## src/design/fatc_pkg.sv

```systemverilog
// ----------------------------------------------------------------------------
// fatc_pkg
// Shared types, codes and constants of the frame acknowledge throttle.
// ----------------------------------------------------------------------------
package fatc_pkg;

	// event kinds carried in tuser
	localparam logic [2:0] KIND_SENT      = 3'd0;
	localparam logic [2:0] KIND_ACKED     = 3'd1;
	localparam logic [2:0] KIND_WITHDRAWN = 3'd2;
	localparam logic [2:0] KIND_CLEAR     = 3'd3;
	localparam logic [2:0] KIND_RTT       = 3'd4;

	// configuration register indexes
	localparam logic REG_FRAME_RATE = 1'b0;
	localparam logic REG_RELEASE    = 1'b1;

	localparam logic [7:0] FRAME_RATE_RESET = 8'd60;
	localparam logic       RELEASE_RESET    = 1'b1;
	localparam logic [7:0] ENGAGE_RESET     = 8'd2;
	localparam logic [7:0] ENGAGE_MIN       = 8'd2;

	// floor(p / 1e6) = floor(floor(p / 64) * DIV_RECIP / 2^DIV_SHIFT), exact for p < 2^32
	localparam int          PRE_SHIFT = 6;
	localparam int          DIV_SHIFT = 40;
	localparam logic [26:0] DIV_RECIP = 27'd70368745;

	// external mode codes on the result port
	localparam logic [1:0] CODE_INACTIVE = 2'd0;
	localparam logic [1:0] CODE_ACTIVE   = 2'd1;
	localparam logic [1:0] CODE_LOWERING = 2'd2;

	typedef enum logic [2:0] {
		MODE_INACTIVE = 3'b001,
		MODE_ACTIVE   = 3'b010,
		MODE_LOWERING = 3'b100
	} mode_t;

	// one input event, kind apart
	typedef struct packed {
		logic [23:0] round_trip_us;
		logic [7:0]  acknowledge_rate;
		logic [7:0]  encode_rate;
		logic [9:0]  pending_frames;
	} item_t;

	// outcome of one event, from the decision logic to the top level
	typedef struct packed {
		logic       slots_valid;
		logic       slots_unlimited;
		logic [8:0] slot_budget;
		mode_t      next_mode;
		logic [7:0] next_engage;
	} step_res_t;

	function automatic logic [1:0] mode_code(input mode_t m);
		logic [1:0] c;
		c = CODE_INACTIVE;
		unique case (m)
			MODE_INACTIVE: c = CODE_INACTIVE;
			MODE_ACTIVE:   c = CODE_ACTIVE;
			MODE_LOWERING: c = CODE_LOWERING;
			default:       c = CODE_INACTIVE;
		endcase
		return c;
	endfunction

endpackage

```

## src/design/fatc_thresh.sv

```systemverilog
// ----------------------------------------------------------------------------
// fatc_thresh
// Round-trip register and the two-stage pipeline that turns it into the
// engage threshold max(2, min(rtt * frame_rate / 1e6 + 2, frame_rate)).
// ----------------------------------------------------------------------------
module fatc_thresh (
	input  logic        clk,
	input  logic        arst_n,
	input  logic        rtt_load,
	input  logic [23:0] rtt_value,
	input  logic [7:0]  frame_rate,
	output logic [7:0]  cur_thresh
);
	import fatc_pkg::*;

	logic [23:0] last_rtt_q;
	logic [31:0] prod_s1;
	logic [12:0] quot_s2;
	logic [52:0] scaled;
	logic [13:0] sum;

	always_ff @(posedge clk or negedge arst_n) begin
		if (!arst_n) begin
			last_rtt_q <= '0;
		end else if (rtt_load) begin
			last_rtt_q <= rtt_value;
		end
	end

	// free-running: rtt times rate, then divide by one million via reciprocal
	assign scaled = {27'd0, prod_s1[31:PRE_SHIFT]} * {26'd0, DIV_RECIP};

	always_ff @(posedge clk) begin
		prod_s1 <= {8'd0, last_rtt_q} * {24'd0, frame_rate};
		quot_s2 <= scaled[DIV_SHIFT +: 13];
	end

	// clamp to the frame rate, then hold at least two
	always_comb begin
		sum = {1'b0, quot_s2} + 14'd2;
		if (sum > {6'd0, frame_rate}) begin
			cur_thresh = frame_rate;
		end else begin
			cur_thresh = sum[7:0];
		end
		if (cur_thresh < ENGAGE_MIN) begin
			cur_thresh = ENGAGE_MIN;
		end
	end

endmodule

```

## src/design/fatc_step.sv

```systemverilog
// ----------------------------------------------------------------------------
// fatc_step
// Decision logic for one event: next mode, next threshold and slot budget.
// ----------------------------------------------------------------------------
module fatc_step (
	input  logic                  [2:0] kind,
	input  fatc_pkg::item_t             item,
	input  fatc_pkg::mode_t             mode,
	input  logic                  [7:0] engage,
	input  logic                  [7:0] cur_thresh,
	input  logic                        release_threshold,
	output fatc_pkg::step_res_t         res
);
	import fatc_pkg::*;

	logic [9:0] pend;
	logic [9:0] cur_ext;
	logic [9:0] ack_ext;
	logic [9:0] enc_ext;
	logic [9:0] sent_budget;
	logic [9:0] ack_budget;
	logic       lowered;

	assign pend    = item.pending_frames;
	assign cur_ext = {2'd0, cur_thresh};
	assign ack_ext = {2'd0, item.acknowledge_rate};
	assign enc_ext = {2'd0, item.encode_rate};
	assign lowered = cur_thresh < engage;

	// budget after a send allows one more frame in flight than after an ack
	assign sent_budget = (enc_ext > ack_ext + 10'd1) ? 10'd0 : ack_ext + 10'd2 - enc_ext;
	assign ack_budget  = (enc_ext > ack_ext) ? 10'd0 : ack_ext + 10'd1 - enc_ext;

	always_comb begin
		res.slots_valid     = 1'b0;
		res.slots_unlimited = 1'b0;
		res.slot_budget     = '0;
		res.next_mode       = mode;
		res.next_engage     = engage;
		unique case (kind) inside
			KIND_SENT, KIND_WITHDRAWN: begin
				unique case (mode)
					MODE_INACTIVE: begin
						res.next_engage = cur_thresh;
						if (pend >= cur_ext) begin
							res.next_mode   = MODE_ACTIVE;
							res.slots_valid = 1'b1;
						end
					end
					MODE_ACTIVE: begin
						// withdrawn acks only re-evaluate an idle throttle
						if (kind == KIND_SENT) begin
							res.slots_valid = 1'b1;
							if (lowered) begin
								res.next_mode = MODE_LOWERING;
							end else begin
								res.next_engage = cur_thresh;
								res.slot_budget = sent_budget[8:0];
							end
						end
					end
					default: ;
				endcase
			end
			KIND_ACKED: begin
				unique case (mode)
					MODE_ACTIVE: begin
						res.slots_valid = 1'b1;
						if (pend <= {9'd0, release_threshold}) begin
							res.next_mode       = MODE_INACTIVE;
							res.slots_unlimited = 1'b1;
						end else if (lowered) begin
							res.next_mode = MODE_LOWERING;
						end else begin
							res.next_engage = cur_thresh;
							res.slot_budget = ack_budget[8:0];
						end
					end
					MODE_LOWERING: begin
						if (pend < cur_ext) begin
							res.next_mode       = MODE_INACTIVE;
							res.slots_valid     = 1'b1;
							res.slots_unlimited = 1'b1;
						end else if (pend == cur_ext) begin
							res.next_mode   = MODE_ACTIVE;
							res.slots_valid = 1'b1;
							res.slot_budget = ack_budget[8:0];
						end
					end
					default: ;
				endcase
			end
			KIND_CLEAR: begin
				res.next_mode       = MODE_INACTIVE;
				res.slots_valid     = 1'b1;
				res.slots_unlimited = 1'b1;
			end
			default: ;
		endcase
	end

endmodule

```

## src/design/frame_ack_throttle_controller.sv

```systemverilog
// ----------------------------------------------------------------------------
// frame_ack_throttle_controller
// Three-mode encoder throttle driven by frame sent / acked / withdrawn / clear and round-trip events.
// ----------------------------------------------------------------------------
// Each event passes through the input register and then the result register, from
// which it leaves on the result stream; a stalled result stream holds both.
// Throughput: one event per cycle while the result stream is not stalled. A new
// round-trip event holds off input after its own accept, as does a frame rate
// write, while the threshold pipeline (multiply, reciprocal multiply) refills.
// After reset: mode inactive, threshold 2, round trip 0, frame rate 60, release 1; input held during fill.
// ----------------------------------------------------------------------------
module frame_ack_throttle_controller (
	input  logic        clk,
	input  logic        arst_n,
	// configuration write port
	input  logic        cfg_we,
	input  logic        cfg_index,
	input  logic [7:0]  cfg_wdata,
	// event stream
	input  logic        s_tvalid,
	output logic        s_tready,
	input  logic [55:0] s_tdata,   // pending_frames, encode_rate, acknowledge_rate, round_trip_us
	input  logic [2:0]  s_tuser,   // kind
	// result stream
	output logic        m_tvalid,
	input  logic        m_tready,
	output logic [15:0] m_tdata,   // slot_budget, mode_now
	output logic [1:0]  m_tuser    // slots_valid, slots_unlimited
);
	import fatc_pkg::*;

	// configuration
	logic [7:0] frame_rate_q;
	logic       release_q;

	// input stage
	logic       in_valid_s1;
	logic [2:0] kind_s1;
	item_t      item_s1;

	// throttle state
	mode_t      mode_q;
	logic [7:0] engage_q;

	// result stage
	logic       out_valid_s2;
	logic       out_slots_valid_s2;
	logic       out_unlimited_s2;
	logic [8:0] out_budget_s2;
	logic [1:0] out_mode_s2;

	// counts down while the threshold pipeline refills; input is held until zero
	logic [1:0] warm_cnt_q;

	logic       out_free;
	logic       adv_s1;
	logic       hold_in;
	logic       take_in;
	logic       rtt_load;
	logic       rate_write;
	logic [7:0] cur_thresh;
	step_res_t  res;

	assign out_free   = !out_valid_s2 || m_tready;
	assign adv_s1     = in_valid_s1 && out_free;
	assign rtt_load   = adv_s1 && (kind_s1 == KIND_RTT);
	assign rate_write = cfg_we && (cfg_index == REG_FRAME_RATE);

	// Hold input while a round-trip event sits in the input stage, so that the
	// event behind it never sees a stale threshold, and while the pipeline refills.
	assign hold_in  = (warm_cnt_q != 2'd0) || (in_valid_s1 && (kind_s1 == KIND_RTT));
	assign s_tready = (!in_valid_s1 || adv_s1) && !hold_in;
	assign take_in  = s_tvalid && s_tready;

	always_ff @(posedge clk or negedge arst_n) begin
		if (!arst_n) begin
			frame_rate_q <= FRAME_RATE_RESET;
			release_q    <= RELEASE_RESET;
		end else if (cfg_we) begin
			unique case (cfg_index)
				REG_FRAME_RATE: frame_rate_q <= cfg_wdata;
				REG_RELEASE:    release_q    <= cfg_wdata[0];
				default: ;
			endcase
		end
	end

	// Restart the refill count on a new round trip or a new frame rate, drain otherwise.
	always_ff @(posedge clk or negedge arst_n) begin
		if (!arst_n) begin
			warm_cnt_q <= 2'd2;
		end else if (rtt_load || rate_write) begin
			warm_cnt_q <= 2'd1;
		end else if (warm_cnt_q != 2'd0) begin
			warm_cnt_q <= warm_cnt_q - 2'd1;
		end
	end

	// input register
	always_ff @(posedge clk or negedge arst_n) begin
		if (!arst_n) begin
			in_valid_s1 <= 1'b0;
		end else if (take_in) begin
			in_valid_s1 <= 1'b1;
		end else if (adv_s1) begin
			in_valid_s1 <= 1'b0;
		end
	end

	always_ff @(posedge clk) begin
		if (take_in) begin
			kind_s1 <= s_tuser;
			item_s1 <= s_tdata[49:0];
		end
	end

	fatc_thresh u_thresh (
		.clk        (clk),
		.arst_n     (arst_n),
		.rtt_load   (rtt_load),
		.rtt_value  (item_s1.round_trip_us),
		.frame_rate (frame_rate_q),
		.cur_thresh (cur_thresh)
	);

	fatc_step u_step (
		.kind              (kind_s1),
		.item              (item_s1),
		.mode              (mode_q),
		.engage            (engage_q),
		.cur_thresh        (cur_thresh),
		.release_threshold (release_q),
		.res               (res)
	);

	// Commit the mode and threshold as the event moves into the result register.
	always_ff @(posedge clk or negedge arst_n) begin
		if (!arst_n) begin
			mode_q   <= MODE_INACTIVE;
			engage_q <= ENGAGE_RESET;
		end else if (adv_s1) begin
			mode_q   <= res.next_mode;
			engage_q <= res.next_engage;
		end
	end

	// result register
	always_ff @(posedge clk or negedge arst_n) begin
		if (!arst_n) begin
			out_valid_s2 <= 1'b0;
		end else if (adv_s1) begin
			out_valid_s2 <= 1'b1;
		end else if (m_tready) begin
			out_valid_s2 <= 1'b0;
		end
	end

	always_ff @(posedge clk) begin
		if (adv_s1) begin
			out_slots_valid_s2 <= res.slots_valid;
			out_unlimited_s2   <= res.slots_unlimited;
			out_budget_s2      <= res.slot_budget;
			out_mode_s2        <= mode_code(res.next_mode);
		end
	end

	assign m_tvalid = out_valid_s2;
	assign m_tdata  = {5'd0, out_mode_s2, out_budget_s2};
	assign m_tuser  = {out_unlimited_s2, out_slots_valid_s2};

endmodule
```

## config.mk

```make
export PLATFORM = sky130hd
export DESIGN_NAME = frame_ack_throttle_controller
export DESIGN_NICKNAME = d
export VERILOG_FILES = /design/src/design/fatc_pkg.sv /design/src/design/fatc_thresh.sv /design/src/design/fatc_step.sv /design/src/design/frame_ack_throttle_controller.sv
export SDC_FILE = /design/constraint.sdc
export NUM_CORES = 1
export LEC_CHECK = 0
export BUFFER_PORTS_ARGS = -buffer_cell sky130_fd_sc_hd__buf_2
export CORE_MARGIN = 3
export CORE_UTILIZATION = 45
export CTS_BUF_LIST = sky130_fd_sc_hd__clkbuf_16
export DETAILED_ROUTE_END_ITERATION = 6
export GPL_TIMING_DRIVEN = 0
export PLACE_DENSITY_LB_ADDON = 0.05
export SLEW_MARGIN = 30
export SYNTH_ARGS = -nofsm -noshare
export SYNTH_HDL_FRONTEND = slang
export SYNTH_HIERARCHICAL = 1
export SYNTH_SLANG_ARGS = --single-unit
```

## constraint.sdc

```tcl
create_clock -name clk -period 7.45 [get_ports clk]
set_input_delay 0.745 -clock clk [delete_from_list [all_inputs] [get_ports clk]]
set_output_delay 0.745 -clock clk [all_outputs]
set_load 0.02 [all_outputs]
```

==> flow_metrics.py <==
metrics = {
    "status": {
        "status": "finished clean",
    },
    "cts": {
        "ctsHoldBuffers": 0,
        "clkTransAtPathRegs_ns": 0.07,
        "cts_tree": "built",
        "cts_buffers": 17,
        "cts_max_level": 4,
        "cts-root-buf": "clkbuf_16",
        "cts.sinks": 153,
        "cts.path.max_buffers": 2,
        "clkLatencyLatePin_ns": 0.45,
    },
    "timing": {
        "clock_skew_ns": 0.0119,
        "slew_headroom": 0.491,
        "rsz0062_at_grt": "no",
        "hold_violations": 0,
        "setup_viol": 0,
        "worst_slew_pin_slew_ns": 0.763,
        "period_share": 0.944,
        "period_needed_ns": 7.03,
        "finalMaxSlewViolations": 0,
        "setup_tns_ns": 0,
        "max_freq_ghz": 0.142,
    },
    "die": {
        "die_y_um": 235,
        "initial_core_util": 0.458,
        "rows": 83,
        "fp.dieW_um": 235,
        "ios": 93,
        "dieArea_um2": 55400,
        "core_um2": 51700,
    },
    "detailed_routing": {
        "drtIter0Drc": 616,
        "wl_per_cell_um": 17.7,
        "antenna_left": 0,
        "num_vias": 15744,
        "first_pass_iters": 4,
        "routed_wl_um": 55800,
        "drc": 0,
        "avgViaCountPerCell": 4.99,
    },
    "critical_path": {
        "arrival_ns": 7.40,
        "critPathLaunchType": "flip-flop",
        "path_class": "flip-flop to flip-flop",
        "end_kind": "flip-flop",
        "cp_max_fo": 7,
        "worstPathRequired_ns": 7.81,
    },
    "synthesis": {
        "synth-seq-cells": 153,
        "ys_types": 84,
        "netlist_instances": 2354,
        "synth_area_um2": 23700,
        "synthFlopType": "edfxtp_1",
        "synth_area_leader_cell": "fa_1",
        "yosys-top-cells-area": "fa_1, ha_1, inv_1, edfxtp_1, dfrtp_1",
        "yosysWarningCount": 6,
        "yosysSeqAreaShare": 0.168,
        "netlist.area_leader.share": 0.312,
        "async_flop_share": 0.314,
        "synth_edf_count": 66,
        "avgSynthCellArea_um2": 10.1,
    },
    "place": {
        "io_buffers": 81,
        "dp_hpwl_um": 47900,
        "place_congestion": 0.865,
    },
    "grt": {
        "grt_pass1_vias": 17352,
        "grt_antenna_before_repair": 1,
        "grt_pass1_wl_um": 92300,
        "grt_start_max_net_pins": 49,
        "grt_util_all_layers": 0.210,
        "grt.overflow.total": 0,
    },
    "final_layout": {
        "final_cell_mix": "inv_1, ha_1, fa_1",
        "nets": 3274,
        "layout-drive-gt1-share": 0.0922,
        "layout_commonest_cell": "inv_1",
        "area_growth_pct": 7.93,
        "fillers": 4940,
    },
    "job": {
        "cap_viol_max_count": 0,
    },
    "min_path": {
        "hold_path_class": "input port to asynchronous set/reset pin",
    },
}
-- synth_stat cells (8+ instances only) --
library cell	count
inv_1	585
ha_1	373
fa_1	369
nand2_1	168
and2_1	79
edfxtp_1	66
a21oi_1	59
nor2_1	57
mux2_2	51
dfrtp_1	40
xnor2_1	40
dfxtp_1	39
o21ai_0	38
clkbuf_1	36
a21o_1	35
nand3_1	28
xor2_1	26
nor3_1	23
nand4_1	18
o21a_1	16
nor2b_1	14
or2_2	11
a211oi_1	9
buf_1	9
nor4_1	9
buf_4	8
dfstp_2	8
mux2i_1	8
o21ai_1	8
-- sequential cells by signal, summed over array words and instances (netlist names) --
| name | flops |
|---|---|
| frame_rate_q | 8 |
| warm_cnt_q | 2 |
| item_s1 | 50 |
| out_unlimited_s2 | 1 |
| out_mode_s2 | 2 |
| out_budget_s2 | 9 |
| u_thresh/quot_s2 | 13 |
| release_q | 1 |
| kind_s1 | 3 |
| mode_q | 3 |
| m_tvalid | 1 |
| in_valid_s1 | 1 |
| out_slots_valid_s2 | 1 |
| u_thresh/last_rtt_q | 24 |
| engage_q | 8 |
| u_thresh/prod_s1 | 26 |
-- critical path, stage by stage (launching register included) --
cell	delay (ns)
dfxtp_1	0.58
inv_1	0.12
fa_1	0.60
inv_1	0.13
fa_1	0.47
fa_1	0.52
inv_1	0.05
fa_1	0.50
inv_1	0.06
fa_1	0.51
fa_1	0.50
inv_1	0.05
fa_1	0.48
inv_1	0.04
ha_1	0.29
nand4_1	0.24
nor4_4	0.57
o311ai_1	0.25
o2111ai_1	0.40
nand2_1	0.15
a211oi_1	0.26
xor2_1	0.19
-- logic make-up (layout without fill, tap and decap cells) --
kind of cell | after synthesis | count (layout) | share of synthesized area
adder cells (fa/ha/maj) | 742 | 742 | 0.509
multiplexers | 60 | 60 | 0.0283
XOR/XNOR | 66 | 66 | 0.0244
other | 1 | 7 | 0.000158
AO/OA/AOI/OAI | 238 | 238 | 0.0691
buffers and inverters | 644 | 758 | 0.104
AND/OR/NAND/NOR | 450 | 450 | 0.0972
flip-flops | 153 | 153 | 0.168
-- cell type report --
| class | count | area (um2) | area share |
|---|---|---|---|
| antenna | 2 | 5.00 | 0.000196 |
| buffer | 59 | 278 | 0.0109 |
| clock buffer | 17 | 425 | 0.0166 |
| clock inverter | 15 | 140 | 0.00548 |
| inverter | 585 | 2200 | 0.0859 |
| multi-input combinational | 1561 | 17300 | 0.676 |
| sequential | 153 | 3970 | 0.155 |
| tap | 680 | 851 | 0.0333 |
| timing repair buffer | 82 | 428 | 0.0167 |
-- per-layer routing --
metal | wire, um | GRT usage
met1 | 25900 | 0.282
met2 | 27600 | 0.364
met3 | 1350 | 0.0234
met4 | 943 | 0.0485
met5 | 13 | 0
-- per-stage QoR --
stage               instance area [um2]  instances  hold WS [ns]  utilization  worst slack (ns)
floorplan                         23700       2358         0.449            -              1.45
global placement                  25000       3119         0.461        0.483             0.135
detailed placement                25000       3120         0.465        0.483            0.0875
CTS                               25600       3152         0.319        0.494            0.0502
global route                      25600       3152         0.336        0.494            0.0495
finish                            25600       3154         0.302        0.494             0.415
-- path summary, 6_finish.rpt --
kind	startpoint	to	slack [ns]	cells past startpoint
setup / recovery	u_thresh/prod_s1[14]	u_thresh/quot_s2[12]	0.42	21
min in group clk	s_tdata[34]	item_s1[34]	0.47	1
hold reg to reg	item_s1[30]	u_thresh/last_rtt_q[4]	0.48	1
setup reg to reg	u_thresh/prod_s1[14]	u_thresh/quot_s2[12]	0.42	21
max in group asynchronous	arst_n	u_thresh/last_rtt_q[4]	6.70	1
hold / removal	arst_n	mode_q[1]	0.30	1
-- what timing repair did --
action | in CTS | in global routing
endpoints found under the setup margin | 0 | 2
gates resized for setup | 0 | 1
setup buffers | 0 | 0
Power is left out: the tool's default activity adds up to more than one toggle a clock period on the data nets, which glitch-free logic cannot reach.
